$ cat config.mk
export PLATFORM = sky130hd
export DESIGN_NAME = itoa_fifo
export DESIGN_NICKNAME = d
export VERILOG_FILES = /design/src/hw/rtl/itoa_pkg.sv /design/src/hw/rtl/itoa_fifo.sv
export SDC_FILE = /design/constraint.sdc
export NUM_CORES = 1
export LEC_CHECK = 0
export ABC_AREA = 1
export BUFFER_PORTS_ARGS = -buffer_cell sky130_fd_sc_hd__buf_2
export CAP_MARGIN = 40
export CORE_MARGIN = 2
export CORE_UTILIZATION = 58
export CTS_BUF_LIST = sky130_fd_sc_hd__clkbuf_8
export CTS_CLUSTER_SIZE = 16
export DETAILED_ROUTE_END_ITERATION = 8
export HOLD_SLACK_MARGIN = 0.1
export PLACE_DENSITY = 0.87
export SYNTH_ARGS = -nofsm -noshare
export SYNTH_HDL_FRONTEND = slang
export SYNTH_SLANG_ARGS = --single-unit
$ cat constraint.sdc
create_clock -name clk_i -period 4.65 [get_ports clk_i]
set_clock_uncertainty 0.15 [all_clocks]
set_input_delay 0.465 -clock clk_i [delete_from_list [all_inputs] [get_ports clk_i]]
set_output_delay 0.465 -clock clk_i [all_outputs]
set_load 0.02 [all_outputs]
$ cat src/hw/rtl/itoa_pkg.sv
package itoa_pkg;

  localparam int unsigned ValueWidth = 32;
  // decimal digits in the largest magnitude, 2**(ValueWidth-1)
  localparam int unsigned DigitsMax  = 10;
  localparam int unsigned DigitIdxW  = $clog2(DigitsMax + 1);
  localparam int unsigned CountW     = 4;

  // q = (m * DivRecip) >> DivShift equals m / 10 for every 32-bit m
  localparam logic [ValueWidth-1:0] DivRecip = 32'hCCCC_CCCD;
  localparam int unsigned           DivShift = 35;
  localparam logic [3:0]            Radix    = 4'd10;

  localparam logic [7:0] CharZero  = 8'h30;
  localparam logic [7:0] CharMinus = 8'h2D;

  localparam int unsigned InDataW  = 32;
  localparam int unsigned OutDataW = 16;

  typedef struct packed {
    logic                  neg;
    logic [ValueWidth-1:0] mag;
  } entry_t;

  typedef enum logic [1:0] {
    BackIdle,
    BackConv,
    BackEmit
  } back_state_e;

endpackage

$ cat src/hw/rtl/itoa_fifo.sv
module itoa_fifo (
  input  logic             clk_i,
  input  logic             rst_ni,
  input  logic             push_valid_i,
  output logic             push_ready_o,
  input  itoa_pkg::entry_t push_entry_i,
  output logic             pop_valid_o,
  input  logic             pop_ready_i,
  output itoa_pkg::entry_t pop_entry_o
);

  itoa_pkg::entry_t mem_q [2];
  logic             wr_ptr_q, wr_ptr_d;
  logic             rd_ptr_q, rd_ptr_d;
  logic [1:0]       count_q, count_d;
  logic             push, pop;

  assign push_ready_o = (count_q != 2'd2);
  assign pop_valid_o  = (count_q != 2'd0);
  assign push         = push_valid_i && push_ready_o;
  assign pop          = pop_valid_o && pop_ready_i;
  assign pop_entry_o  = mem_q[rd_ptr_q];

  always_comb begin
    wr_ptr_d = push ? ~wr_ptr_q : wr_ptr_q;
    rd_ptr_d = pop ? ~rd_ptr_q : rd_ptr_q;
    count_d  = count_q;
    if (push && !pop) begin
      count_d = count_q + 2'd1;
    end else if (pop && !push) begin
      count_d = count_q - 2'd1;
    end
  end

  always_ff @(posedge clk_i or negedge rst_ni) begin
    if (!rst_ni) begin
      wr_ptr_q <= 1'b0;
      rd_ptr_q <= 1'b0;
      count_q  <= 2'd0;
    end else begin
      wr_ptr_q <= wr_ptr_d;
      rd_ptr_q <= rd_ptr_d;
      count_q  <= count_d;
    end
  end

  always_ff @(posedge clk_i) begin
    if (push) begin
      mem_q[wr_ptr_q] <= push_entry_i;
    end
  end

endmodule

==> results_dict.tcl <==
set metrics [dict create \
    hold_violations 0 \
    fin_crit_sh 0.497 \
    cp_max_fo 34 \
    antenna_cells 0 \
    synth_area_mm2 0.00270 \
    final_common_cell "nand2_1" \
    numCtsBuffers 9 \
    cts.htree.levels 3 \
    ys_seq_area_frac 0.770 \
    place_inst 320 \
    fin_tns_setup_ps 0 \
    io_buffer_count 71 \
    clock_latency_ps 320 \
    routed_wl_um 4600 \
    max_stage_delay_ps 560 \
    clkTransAtPathRegs_ps 70 \
    critPathMostFrequentCell "nand2_1" \
    p_leak_nw 1.48 \
    required_ps 4030 \
    die_y_um 72.3 \
    via_per_inst 4.89 \
    vdd.ir_drop.worst_uv 393 \
    worstSetupPathType "register to output pin" \
    finalSetupViolations 0 \
    area_growth_pct 22.6 \
    ff2ff_path_depth 5 \
    power_mw 2.18 \
    worstPathCellList "buf_16 -> inv_8 -> nand2_1 -> nand2_1 -> buf_2" \
    die_w_um 72.3 \
    vias 1647 \
    power.density_mw_per_mm2 658 \
    rows 24 \
    cts_tree "built" \
    grt_max_degree 35 \
    post-dp-hpwl_um 3220 \
    report.final.slew_viol_count 0 \
    ys_seq_elements 70 \
    drc 0 \
    slew_headroom 0.613 \
    first_pass_iters 4 \
    cts_buffer_depth 2 \
    slowest_stage "dfrtp_1" \
    postRouteAntennaNets 0 \
    rsz0062_at_grt "false" \
    gr-total-overflow 0 \
    max_cap_violations 0 \
    ys_types 17 \
    arrival_ps 1690 \
    max_freq_mhz 433 \
    start_kind "register" \
    grt_pass1_wl_um 7340 \
    final_nets 318 \
    drt_iter0_drc 144 \
    min_path_type "input pin to register" \
    cp.depth 5 \
    grt_usage 0.193 \
    core_mm2 0.00441 \
    yosysWarnings 0 \
    io_pins 72 \
    die-area_mm2 0.00522 \
    whs_ps 174 \
    cts_setup_buffers 0 \
    synth_area_per_cell_um2 13.5 \
    syn_nets 239 \
    netlist_instances 201 \
    start_util 0.613 \
    crit_family "buffers and inverters" \
    avgRoutedWirePerCell_um 13.6 \
    root_buffer "clkbuf_8" \
    layout_common_cells "nand2_1 (95), buf_2 (71), edfxtp_1 (66)" \
    postCtsHoldBufs 1 \
    status "finished, final reports clean" \
    cp_num_buf_inv 3 \
    post_cts_resized 0 \
    stdcell_count 337 \
    antenna_found_initial 0 \
    grt_pass1_vias 1626 \
    period_needed_ps 2310 \
    cts.sink_count 70 \
    end_kind "output pin" \
    worstMarginPinSlew_ps 578 \
    layout-drive-gt1-share 0.368 \
    min_path_cells 1 \
    gp_congestion 0.688 \
]
-- path summary, 6_finish.rpt --
| kind | from | end | slack, ps |
|---|---|---|---|
| worst max-delay path | rd_ptr_q$_DFFE_PN0P_ | pop_entry_o[19] | 2340 |
| worst min-delay path | push_entry_i[23] | mem_q[1][23]$_DFFE_PP_ | 170 |
| worst max register to register | count_q[0]$_DFFE_PN0P_ | mem_q[1][6]$_DFFE_PP_ | 2870 |
| worst min register to register | count_q[0]$_DFFE_PN0P_ | count_q[0]$_DFFE_PN0P_ | 400 |
| max in group asynchronous | rst_ni | count_q[1]$_DFFE_PN0P_ | 3900 |
| min in group asynchronous | rst_ni | count_q[0]$_DFFE_PN0P_ | 320 |
-- metal layers --
metal  global-route usage  routed length (µm)  vias to the layer above
met5                    0                   0                        -
met4               0.0943                  66                        0
met3               0.0569                 317                        8
met2                0.308                2280                       70
met1                0.244                1930                      741
li1                     -                   -                      828
-- synth_stat cells --
master | instances | area [µm²]
buf_12 | 1 | 20.0
buf_4 | 2 | 15.0
buf_6 | 4 | 45.0
dfrtp_1 | 4 | 100
edfxtp_1 | 66 | 1980
ha_1 | 1 | 12.5
inv_1 | 4 | 15.0
inv_2 | 2 | 7.51
inv_8 | 1 | 11.3
nand2_1 | 95 | 357
nand2_2 | 12 | 75.1
nand2_4 | 2 | 22.5
nand3_1 | 2 | 10.0
nand4_1 | 1 | 6.26
nor2_1 | 2 | 7.51
xnor2_1 | 1 | 8.76
xor2_1 | 1 | 8.76
-- metrics by stage --
stage                     cell area, µm²  setup slack, ps  utilization
after floorplan                     2700             2070            -
after global placement              3060             2240        0.693
after detailed placement            3140             2670        0.712
after CTS                           3310             2310        0.751
after global routing                3310             2220        0.751
final                               3310             2340        0.751
-- sequential cells by signal, summed over array words and instances (netlist names) --
signal    cells
rd_ptr_q      1
wr_ptr_q      1
count_q       2
mem_q        66
-- where the power goes --
part	switching, mW	internal, mW
Combinational	0.573	0.280
Sequential	0.0662	0.864
Clock	0.200	0.199
-- area by class of cell --
class	count	area [µm²]
Timing Repair Buffer	75	448
Tap cell	52	65.1
Sequential cell	70	2080
Clock inverter	6	25.0
Clock buffer	10	138
Inverter	7	33.8
Fill cell	289	1100
Multi-Input combinational cell	117	523
-- cells by family after synthesis --
family        synth area share
buf+inv                 0.0421
flops                    0.770
simple gates             0.177
xor+xnor               0.00648
fa+ha+maj              0.00463
Note: power is estimated with default switching activity, not from simulation.
