`src/hw/rtl/itoa_pkg.sv`:
```
package itoa_pkg;

  localparam int unsigned ValueWidth = 32;
  // decimal digits in the largest magnitude, 2**(ValueWidth-1)
  localparam int unsigned DigitsMax  = 10;
  localparam int unsigned DigitIdxW  = $clog2(DigitsMax + 1);
  localparam int unsigned CountW     = 4;

  // q = (m * DivRecip) >> DivShift equals m / 10 for every 32-bit m
  localparam logic [ValueWidth-1:0] DivRecip = 32'hCCCC_CCCD;
  localparam int unsigned           DivShift = 35;
  localparam logic [3:0]            Radix    = 4'd10;

  localparam logic [7:0] CharZero  = 8'h30;
  localparam logic [7:0] CharMinus = 8'h2D;

  localparam int unsigned InDataW  = 32;
  localparam int unsigned OutDataW = 16;

  typedef struct packed {
    logic                  neg;
    logic [ValueWidth-1:0] mag;
  } entry_t;

  typedef enum logic [1:0] {
    BackIdle,
    BackConv,
    BackEmit
  } back_state_e;

endpackage

```
`src/hw/rtl/itoa_front.sv`:
```
module itoa_front (
  input  logic                                clk_i,
  input  logic                                rst_ni,
  input  logic                                in_valid_i,
  output logic                                in_ready_o,
  input  logic [itoa_pkg::ValueWidth-1:0]     in_value_i,
  output logic                                push_valid_o,
  input  logic                                push_ready_i,
  output itoa_pkg::entry_t                    push_entry_o
);

  logic             valid_q, valid_d;
  itoa_pkg::entry_t entry_q, entry_d;
  logic             load;

  assign in_ready_o = !valid_q || push_ready_i;
  assign load       = in_valid_i && in_ready_o;

  // sign and magnitude; the most negative value negates to itself as unsigned
  always_comb begin
    entry_d.neg = in_value_i[itoa_pkg::ValueWidth-1];
    entry_d.mag = entry_d.neg ? (~in_value_i + 1'b1) : in_value_i;
  end

  always_comb begin
    valid_d = valid_q;
    if (load) begin
      valid_d = 1'b1;
    end else if (push_ready_i) begin
      valid_d = 1'b0;
    end
  end

  always_ff @(posedge clk_i or negedge rst_ni) begin
    if (!rst_ni) begin
      valid_q <= 1'b0;
    end else begin
      valid_q <= valid_d;
    end
  end

  always_ff @(posedge clk_i) begin
    if (load) begin
      entry_q <= entry_d;
    end
  end

  assign push_valid_o = valid_q;
  assign push_entry_o = entry_q;

endmodule

```
`config.mk`:
```
export PLATFORM = sky130hd
export DESIGN_NAME = itoa_front
export DESIGN_NICKNAME = d
export VERILOG_FILES = /design/src/hw/rtl/itoa_pkg.sv /design/src/hw/rtl/itoa_front.sv
export SDC_FILE = /design/constraint.sdc
export NUM_CORES = 1
export LEC_CHECK = 0
export BUFFER_PORTS_ARGS = -buffer_cell sky130_fd_sc_hd__buf_2
export CAP_MARGIN = 20
export CORE_MARGIN = 1.5
export CORE_UTILIZATION = 30
export DETAILED_ROUTE_END_ITERATION = 12
export GPL_TIMING_DRIVEN = 0
export PLACE_DENSITY = 0.55
export SYNTH_ARGS = -nofsm -noshare
export SYNTH_HDL_FRONTEND = slang
export SYNTH_SLANG_ARGS = --single-unit
```
`constraint.sdc`:
```
create_clock -name clk_i -period 1.8 [get_ports clk_i]
set_input_delay 0.18 -clock clk_i [delete_from_list [all_inputs] [get_ports clk_i]]
set_output_delay 0.18 -clock clk_i [all_outputs]
set_load 0.01 [all_outputs]
```
==> results of run 1 <==
## power breakdown
group          internal [uW]  total (uW)  leakage, uW  switching [uW]
clock network            265         523    0.0000426             257
registers                944         957     0.000326            12.3
logic                    133         308     0.000493             175
total                   1340        1790     0.000862             444
## repair_timing
action                    in CTS  in global routing
hold buffers                   1                  0
buffers inserted               0                  0
hold endpoints to repair       1                  0
## logic make-up (layout without fill, tap and decap cells)
| kind of cell | after synthesis | after routing | synth area share, % |
|---|---|---|---|
| fa+ha+maj | 2 | 2 | 1.39 |
| compound gates | 26 | 26 | 13.0 |
| xor+xnor | 29 | 29 | 14.1 |
| buf+inv | 5 | 84 | 1.04 |
| simple gates | 38 | 38 | 14.2 |
| flops | 34 | 34 | 56.3 |
## registers in the layout, summed over array words and instances, names as in the netlist
signal and count:
push_entry_o 33, push_valid_o 1
## worst max path at each step
stage	start	to	slack (ps)	depth (start not counted)
after floorplan	in_value_i[5]	push_entry_o[28]	300	4
after global placement	in_value_i[5]	push_entry_o[26]	-40	5
after detailed placement	in_value_i[5]	push_entry_o[14]	-80	5
after CTS	in_value_i[5]	push_entry_o[14]	220	5
after global routing	in_value_i[13]	push_entry_o[26]	40	5
final	in_value_i[5]	push_entry_o[14]	220	5
## critical path: stages
cell and delay (ps):
buf_2 120, nor4_4 480, nand4_1 360, o31ai_1 370, xnor2_1 100
## per-layer routing
layer	wire length (um)	part of all wire, %	global-route usage (%)
met1	1780	45	15.7
met2	1880	47	22.0
met3	256	6.4	3.30
met4	69	1.7	6.03
met5	0	0	0
## final cells by class
cell class	instances	area, um2
Buffer	3	11.3
Clock buffer	6	72.6
Clock inverter	2	8.76
Fill cell	587	3510
Inverter	2	7.51
Multi-Input combinational cell	95	771
Sequential cell	34	1020
Tap cell	75	93.8
Timing Repair Buffer	71	360
## synthesized netlist by cell type (3+ instances only)
cell	number	area share, %
o41ai_2	6	5.4
xnor2_1	29	14
nand2_1	12	2.5
nor2_1	5	1.0
o31ai_1	10	4.2
o21ai_0	8	2.2
edfxtp_1	33	55
nand2b_1	3	1.0
## stage by stage
| step | cell area [um2] | setup WS [ps] | power, uW | TNS [ps] | utilization [%] |
|---|---|---|---|---|---|
| 2_1_floorplan | 1810 | 300 | 1130 | 0 | - |
| 3_3_place_gp | 2250 | -41.5 | 1280 | -187 | 38.5 |
| 3_5_place_dp | 2250 | -80.1 | 1290 | -433 | 38.5 |
| 4_1_cts | 2340 | 225 | 1820 | 0 | 40.0 |
| 5_1_grt | 2340 | 41.5 | 1890 | 0 | 40.0 |
| 6_report | 2340 | 216 | 1790 | 0 | 40.0 |
==> flow_metrics.env, run 1 <==
export IMPL_cts_tree="done"
export IMPL_cap_violations=0
export IMPL_powerDensity_nw_per_um2=764
export IMPL_holdPathEnd="push_valid_o"
export IMPL_leakagePower_uw=0.000862
export IMPL_whs_path_depth=2
export IMPL_grt_pass1_wl_mm=6.22
export IMPL_area_growth_pct=29.8
export IMPL_path_max_fanout=6
export IMPL_nNetsFinal=250
export IMPL_final_common_cell="buf_2"
export IMPL_synth_distinct_cells=28
export IMPL_status="finished clean"
export IMPL_min_from="in_valid_i"
export IMPL_reg2reg_depth=2
export IMPL_placed_cells=279
export IMPL_io_buffer_count=70
export IMPL_synth_edf_count=33
export IMPL_worstReg2RegEnd="push_entry_o[29]"
export IMPL_drt_iter0_markers=59
export IMPL_h_tree_depth=2
export IMPL_core_um2=5850
export IMPL_hpwl_mm=3.09
export IMPL_critPathLaunchType="primary input"
export IMPL_critPathRequiredTime_ps=1830
export IMPL_layout_drive_gt1_share_pct=41.8
export IMPL_rsz0062_at_grt="no"
export IMPL_initial_core_util_pct=30.8
export IMPL_setup_viol=0
export IMPL_first_pass_iters=4
export IMPL_gr_total_overflow=0
export IMPL_vias_per_cell=4.65
export IMPL_cts_buffers_inserted=5
export IMPL_period_share_pct=88.0
export IMPL_max_vdd_ir_drop_uv=262
export IMPL_antennaDiodeCount=0
export IMPL_ys_seq_elements=34
export IMPL_die_w_um=80.6
export IMPL_worst_pin_slew_ps=738
export IMPL_dieArea_um2=6490
export IMPL_cts_buffer_depth=2
export IMPL_finalHoldViolCount=0
export IMPL_r2r_start="push_valid_o"
export IMPL_synth_area_per_cell_um2=13.5
export IMPL_drt_wl_total_mm=3.98
export IMPL_grt_max_degree=34
export IMPL_synthCells=134
export IMPL_postRouteAntennaNets=0
export IMPL_cp_end_kind="flop"
export IMPL_cts_resized_gates=0
export IMPL_relSlewSlack_pct=50.8
export IMPL_rrSetupSlack_ps=300
export IMPL_cts_root_buf="clkbuf_8"
export IMPL_clock_latency_ps=280
export IMPL_hp_class="in2reg"
export IMPL_min_period_ps=1580
export IMPL_die_y_um=80.6
export IMPL_vias=1340
export IMPL_fp_row_count=28
export IMPL_grtUsageTotal_pct=13.1
export IMPL_fin_cells=288
export IMPL_synth_area_um2=1800
export IMPL_arrival_ps=1610
export IMPL_avgRoutedWirePerCell_um=13.8
export IMPL_syn_nets=172
export IMPL_clkSinkCount=34
export IMPL_ys_flop_type="edfxtp_1"
export IMPL_max_freq_mhz=631
export IMPL_antenna_found_initial=0
export IMPL_slew_viol_final=0
export IMPL_io_pins=71
export IMPL_async_flop_share_pct=2.94
export IMPL_skew_ps=7.75
export IMPL_worstSetupPathType="in2reg"
export IMPL_ys_seq_area_share_pct=56.3
export IMPL_final_cell_mix="70 x buf_2, 33 x edfxtp_1, 29 x xnor2_1"
export IMPL_path_clk_slew_ps=60
export IMPL_grt_pass1_vias=1318
export IMPL_gp_congestion=0.760
export IMPL_yosys_warnings=0
export IMPL_holdWs_ps=114
export IMPL_post_route_drc_count=0
Note: power is estimated with default switching activity, not from simulation.
==> run 2, diff against run 1 <==
--- a/config.mk
+++ b/config.mk
@@ -9,6 +9,7 @@
 export CAP_MARGIN = 20
 export CORE_MARGIN = 1.5
 export CORE_UTILIZATION = 30
+export CTS_BUF_LIST = sky130_fd_sc_hd__clkbuf_8 sky130_fd_sc_hd__clkbuf_16
 export DETAILED_ROUTE_END_ITERATION = 12
 export GPL_TIMING_DRIVEN = 0
 export PLACE_DENSITY = 0.55
==> run 2 against run 1 <==
  * Global-route usage stayed put
  * Fmax hardly changed
  * Critical path depth stayed put
  * Non-clock buffer count stayed put
  * Largest power group unchanged
==> flow_metrics.env, run 2 (synthesis results as in run 1) <==
export IMPL_cap_violations=0
export IMPL_skew_ps=7.75
export IMPL_grt_met1_usage_pct=15.7
export IMPL_initial_core_util_pct=30.8
export IMPL_postRouteAntennaNets=0
export IMPL_vias=1342
export IMPL_place_ws_ps=-80.1
export IMPL_fp_row_count=28
export IMPL_arrival_ps=1610
export IMPL_setup_slack_ps=217
export IMPL_hp_class="in2reg"
export IMPL_drt_iter0_markers=60
export IMPL_grt_busiest_layer="met2"
export IMPL_slew_viol_final=0
export IMPL_layout_drive_gt1_share_pct=41.8
export IMPL_worstSetupPathType="in2reg"
export IMPL_path_clk_slew_ps=60
export IMPL_met2_usage_pct=22.0
export IMPL_critPathLaunchType="primary input"
export IMPL_max_freq_mhz=632
export IMPL_antenna_found_initial=0
export IMPL_nNetsFinal=250
export IMPL_die_w_um=80.6
export IMPL_setup_viol=0
export IMPL_finalPower_uw=1780
export IMPL_dieArea_um2=6490
export IMPL_grtUsageMet3_pct=3.30
export IMPL_clock_latency_ps=280
export IMPL_powerDensity_nw_per_um2=761
export IMPL_relSlewSlack_pct=50.8
export IMPL_core_um2=5850
export IMPL_grt_max_degree=34
export IMPL_postCtsSetupRepairBufs=0
export IMPL_first_pass_iters=4
export IMPL_hpwl_mm=3.09
export IMPL_cts_tree="done"
export IMPL_antennaDiodeCount=0
export IMPL_max_vdd_ir_drop_uv=262
export IMPL_status="finished clean"
export IMPL_path_max_fanout=6
export IMPL_min_period_ps=1580
export IMPL_avgRoutedWirePerCell_um=13.8
export IMPL_grtUsageTotal_pct=13.1
export IMPL_gr_total_overflow=0
export IMPL_io_buffer_count=70
export IMPL_holdWs_ps=114
export IMPL_cts_root_buf="clkbuf_8"
export IMPL_h_tree_depth=2
export IMPL_cts_buffers_inserted=5
export IMPL_final_cell_mix="70 x buf_2, 33 x edfxtp_1, 29 x xnor2_1"
export IMPL_finalHoldViolCount=0
export IMPL_rsz0062_at_grt="no"
export IMPL_area_growth_pct=29.8
export IMPL_final_common_cell="buf_2"
export IMPL_worst_pin_slew_ps=738
export IMPL_period_share_pct=88.0
export IMPL_cts_buffer_depth=2
export IMPL_io_pins=71
export IMPL_leakagePower_uw=0.000866
export IMPL_cp_end_kind="flop"
export IMPL_drt_wl_total_mm=3.98
export IMPL_post_route_drc_count=0
export IMPL_largest_reg_flops=33
export IMPL_grt_pass1_wl_mm=6.22
export IMPL_clkSinkCount=34
export IMPL_die_y_um=80.6
export IMPL_grt_pass1_vias=1318
export IMPL_critPathRequiredTime_ps=1830
export IMPL_vias_per_cell=4.66
export IMPL_gp_congestion=0.760
-- run 2: changes by cell type in the layout (fill, tap and decap cells not counted) --
cell / delta
clkbuf_1: -1
inv_1: +1
-- run 2: critical path: stages --
cell and delay [ps]:
buf_2 120, nor4_4 480, nand4_1 360, o31ai_1 370
xnor2_1 100
-- run 2: path summary, 6_finish.rpt --
kind | cells after the start | endpoint | start | slack, ps
setup / recovery | 5 | push_entry_o[14] | in_value_i[5] | 220
hold / removal | 2 | push_valid_o | in_valid_i | 110
setup reg to reg | 2 | push_entry_o[29] | push_valid_o | 300
hold reg to reg | 2 | push_valid_o | push_valid_o | 550
max in group asynchronous | 2 | push_valid_o | rst_ni | 1500
min in group asynchronous | 2 | push_valid_o | rst_ni | 210
-- run 2: power breakdown --
group          switching (uW)  internal, uW  leakage, uW
Clock                     258           260    0.0000468
Combinational             175           133     0.000493
Sequential               12.3           944     0.000326
-- run 2: metrics by stage --
step / setup TNS, ps / util (%) / area (um2) / instances
3_5_place_dp: -433 / 38.5 / 2250 / 279
6_report: 0 / 40.0 / 2340 / 288
4_1_cts: 0 / 40.0 / 2340 / 288
3_3_place_gp: -187 / 38.5 / 2250 / 279
2_1_floorplan: 0 / - / 1810 / 134
5_1_grt: 0 / 40.0 / 2340 / 288
-- run 2: layout make-up --
cell class              instances  area, um2
clock buffers                   5       68.8
flip-flops and latches         34       1020
inverters                       2       7.51
clock inverters                 3       12.5
repair buffers                 71        360
multi-input cells              95        771
well taps                      75       93.8
plain buffers                   3       11.3
fillers                       587       3510
-- run 2: what timing repair did --
action | CTS | global route
hold buffers | 1 | 0
resized for setup | 0 | 0
endpoints found under the hold margin | 1 | 0
-- run 2: layer usage --
metal,vias to the layer above,part of all wire [%]
li1,671,-
met1,616,44
met2,49,47
met3,6,6.6
met4,0,1.7
met5,-,0
==> run 3, diff against run 2 <==
--- a/config.mk
+++ b/config.mk
@@ -12,7 +12,7 @@
 export CTS_BUF_LIST = sky130_fd_sc_hd__clkbuf_8 sky130_fd_sc_hd__clkbuf_16
 export DETAILED_ROUTE_END_ITERATION = 12
 export GPL_TIMING_DRIVEN = 0
-export PLACE_DENSITY = 0.55
+export PLACE_DENSITY = 0.53
 export SYNTH_ARGS = -nofsm -noshare
 export SYNTH_HDL_FRONTEND = slang
 export SYNTH_SLANG_ARGS = --single-unit
==> constraint.sdc (replaced) <==
create_clock -name clk_i -period 1.79 [get_ports clk_i]
set_input_delay 0.179 -clock clk_i [delete_from_list [all_inputs] [get_ports clk_i]]
set_output_delay 0.179 -clock clk_i [all_outputs]
set_load 0.01 [all_outputs]
==> run 3 against run 2 <==
  * Routed wire length up 1.2%
  * Clock power up 7.9%
  * Clock skew about the same
  * Critical endpoint is now push_entry_o[30]
  * Highest routed layer unchanged
  * Global-route usage up 0.17 points
  * Critical path depth did not move
  * Via count shrank 1.3%
  * Largest cell class unchanged
  * First-iteration DRC count shrank 20%
  * Design area up 0.37%
  * Worst setup slack got worse by 26 ps
  * Flip-flop and latch count did not move
  * Register-to-register slack lost 40 ps
  * Final cell count did not move
==> flow_metrics.env, run 3 (synthesis results as in run 1) <==
export IMPL_status="finished clean"
export IMPL_final_common_cell="buf_2"
export IMPL_cap_violations=0
export IMPL_h_tree_depth=2
export IMPL_max_freq_mhz=626
export IMPL_vias=1325
export IMPL_max_vdd_ir_drop_uv=291
export IMPL_endpoint="push_entry_o[30]"
export IMPL_hp_class="in2reg"
export IMPL_grt_max_degree=34
export IMPL_area_growth_pct=30.2
export IMPL_hpwl_mm=2.99
export IMPL_cts_buffers_inserted=5
export IMPL_powerDensity_nw_per_um2=779
export IMPL_antennaDiodeCount=0
export IMPL_path_cells="buf_2 > nor4_1 > nand3_1 > o41ai_2 > xnor2_1"
export IMPL_first_pass_iters=4
export IMPL_cts_buffer_depth=2
export IMPL_core_um2=5850
export IMPL_dieArea_um2=6490
export IMPL_hold_buffers=1
export IMPL_critPathRequiredTime_ps=1810
export IMPL_final_cell_mix="70 x buf_2, 33 x edfxtp_1, 29 x xnor2_1"
export IMPL_worstSetupPathType="in2reg"
export IMPL_antenna_found_initial=0
export IMPL_gp_congestion=0.734
export IMPL_drt_wl_total_mm=4.02
export IMPL_grt_pass1_wl_mm=6.49
export IMPL_cts_resized_gates=0
export IMPL_grtUsageTotal_pct=13.3
export IMPL_largest_reg_flops=33
export IMPL_slew_viol_final=0
export IMPL_vias_per_cell=4.60
export IMPL_rrSetupSlack_ps=260
export IMPL_post_route_drc_count=0
export IMPL_skew_ps=7.97
export IMPL_setup_slack_ps=191
export IMPL_leakagePower_uw=0.000873
export IMPL_grt_pass1_vias=1317
export IMPL_startpoint="in_value_i[13]"
export IMPL_path_clk_slew_ps=60
export IMPL_postRouteAntennaNets=0
export IMPL_period_share_pct=89.3
export IMPL_worstReg2RegEnd="push_entry_o[31]"
export IMPL_avgRoutedWirePerCell_um=14.0
export IMPL_cts_tree="done"
export IMPL_cts_root_buf="clkbuf_8"
export IMPL_fin_cells=288
export IMPL_fp_row_count=28
export IMPL_layout_drive_gt1_share_pct=41.8
export IMPL_gr_total_overflow=0
export IMPL_drt_iter0_markers=48
export IMPL_r2r_start="push_valid_o"
export IMPL_nNetsFinal=250
export IMPL_whs_path_depth=2
export IMPL_io_buffer_count=70
export IMPL_place_ws_ps=-140
export IMPL_relSlewSlack_pct=47.6
export IMPL_reg2reg_depth=2
export IMPL_finalHoldViolCount=0
export IMPL_initial_core_util_pct=30.8
export IMPL_rsz0062_at_grt="no"
export IMPL_cpPeakStageDelay_ps=460
export IMPL_postCtsSetupRepairBufs=0
export IMPL_die_w_um=80.6
export IMPL_cp_end_kind="flop"
export IMPL_io_pins=71
export IMPL_critPathLaunchType="primary input"
export IMPL_holdWs_ps=111
export IMPL_nFillCells=570
export IMPL_path_max_fanout=6
export IMPL_crit_slowest_cell="nor4_1"
export IMPL_clkSinkCount=34
export IMPL_die_y_um=80.6
export IMPL_min_period_ps=1600
export IMPL_clock_latency_ps=270
export IMPL_worst_pin_slew_ps=786
export IMPL_arrival_ps=1620
export IMPL_placed_cells=279
export IMPL_finalPower_uw=1830
export IMPL_setup_viol=0
[run 3: changes by cell type in the layout (fill, tap and decap cells not counted)]
cell	before	now
clkbuf_8	5	6
clkinv_1	1	0
clkinv_2	1	0
inv_1	3	4
[run 3: per-stage QoR]
stage | area [um2] | setup TNS, ps | util [%]
floorplan | 1810 | 0 | -
global placement | 2250 | -473 | 38.5
detailed placement | 2250 | -607 | 38.5
CTS | 2350 | 0 | 40.2
global route | 2350 | 0 | 40.2
finish | 2350 | 0 | 40.2
[run 3: cell type report]
class / count / area (um2) / area share [%]
sequential: 34 / 1020 / 43.2
clock buffer: 6 / 82.6 / 3.51
inverter: 2 / 7.51 / 0.319
buffer: 3 / 11.3 / 0.479
clock inverter: 2 / 7.51 / 0.319
timing repair buffer: 71 / 360 / 15.3
multi-input combinational: 95 / 771 / 32.8
tap: 75 / 93.8 / 3.99
[run 3: worst min path at each step]
stage                    to       start  slack (ps)
3_3_place_gp   push_valid_o      rst_ni         -50
6_report       push_valid_o  in_valid_i         110
5_1_grt        push_valid_o  in_valid_i         130
3_5_place_dp   push_valid_o      rst_ni         -40
4_1_cts        push_valid_o  in_valid_i         110
2_1_floorplan  push_valid_o      rst_ni        -120
[run 3: worst max-delay path: cells and delay by family]
family	cells	cell delay (ps)
compound gates	1	400
xor+xnor	1	110
simple gates	2	790
buf+inv	1	130
[run 3: metal layers]
| metal | routed length, um | track usage, % |
|---|---|---|
| met1 | 1830 | 17.0 |
| met4 | 34 | 4.14 |
| met2 | 1920 | 22.1 |
| met5 | 0 | 0 |
| met3 | 233 | 3.18 |
[run 3: power breakdown]
| group | total, uW | internal, uW | switching [uW] |
|---|---|---|---|
| combinational | 310 | 134 | 176 |
| clock | 558 | 302 | 256 |
| sequential | 961 | 950 | 11.8 |
| total | 1830 | 1390 | 444 |
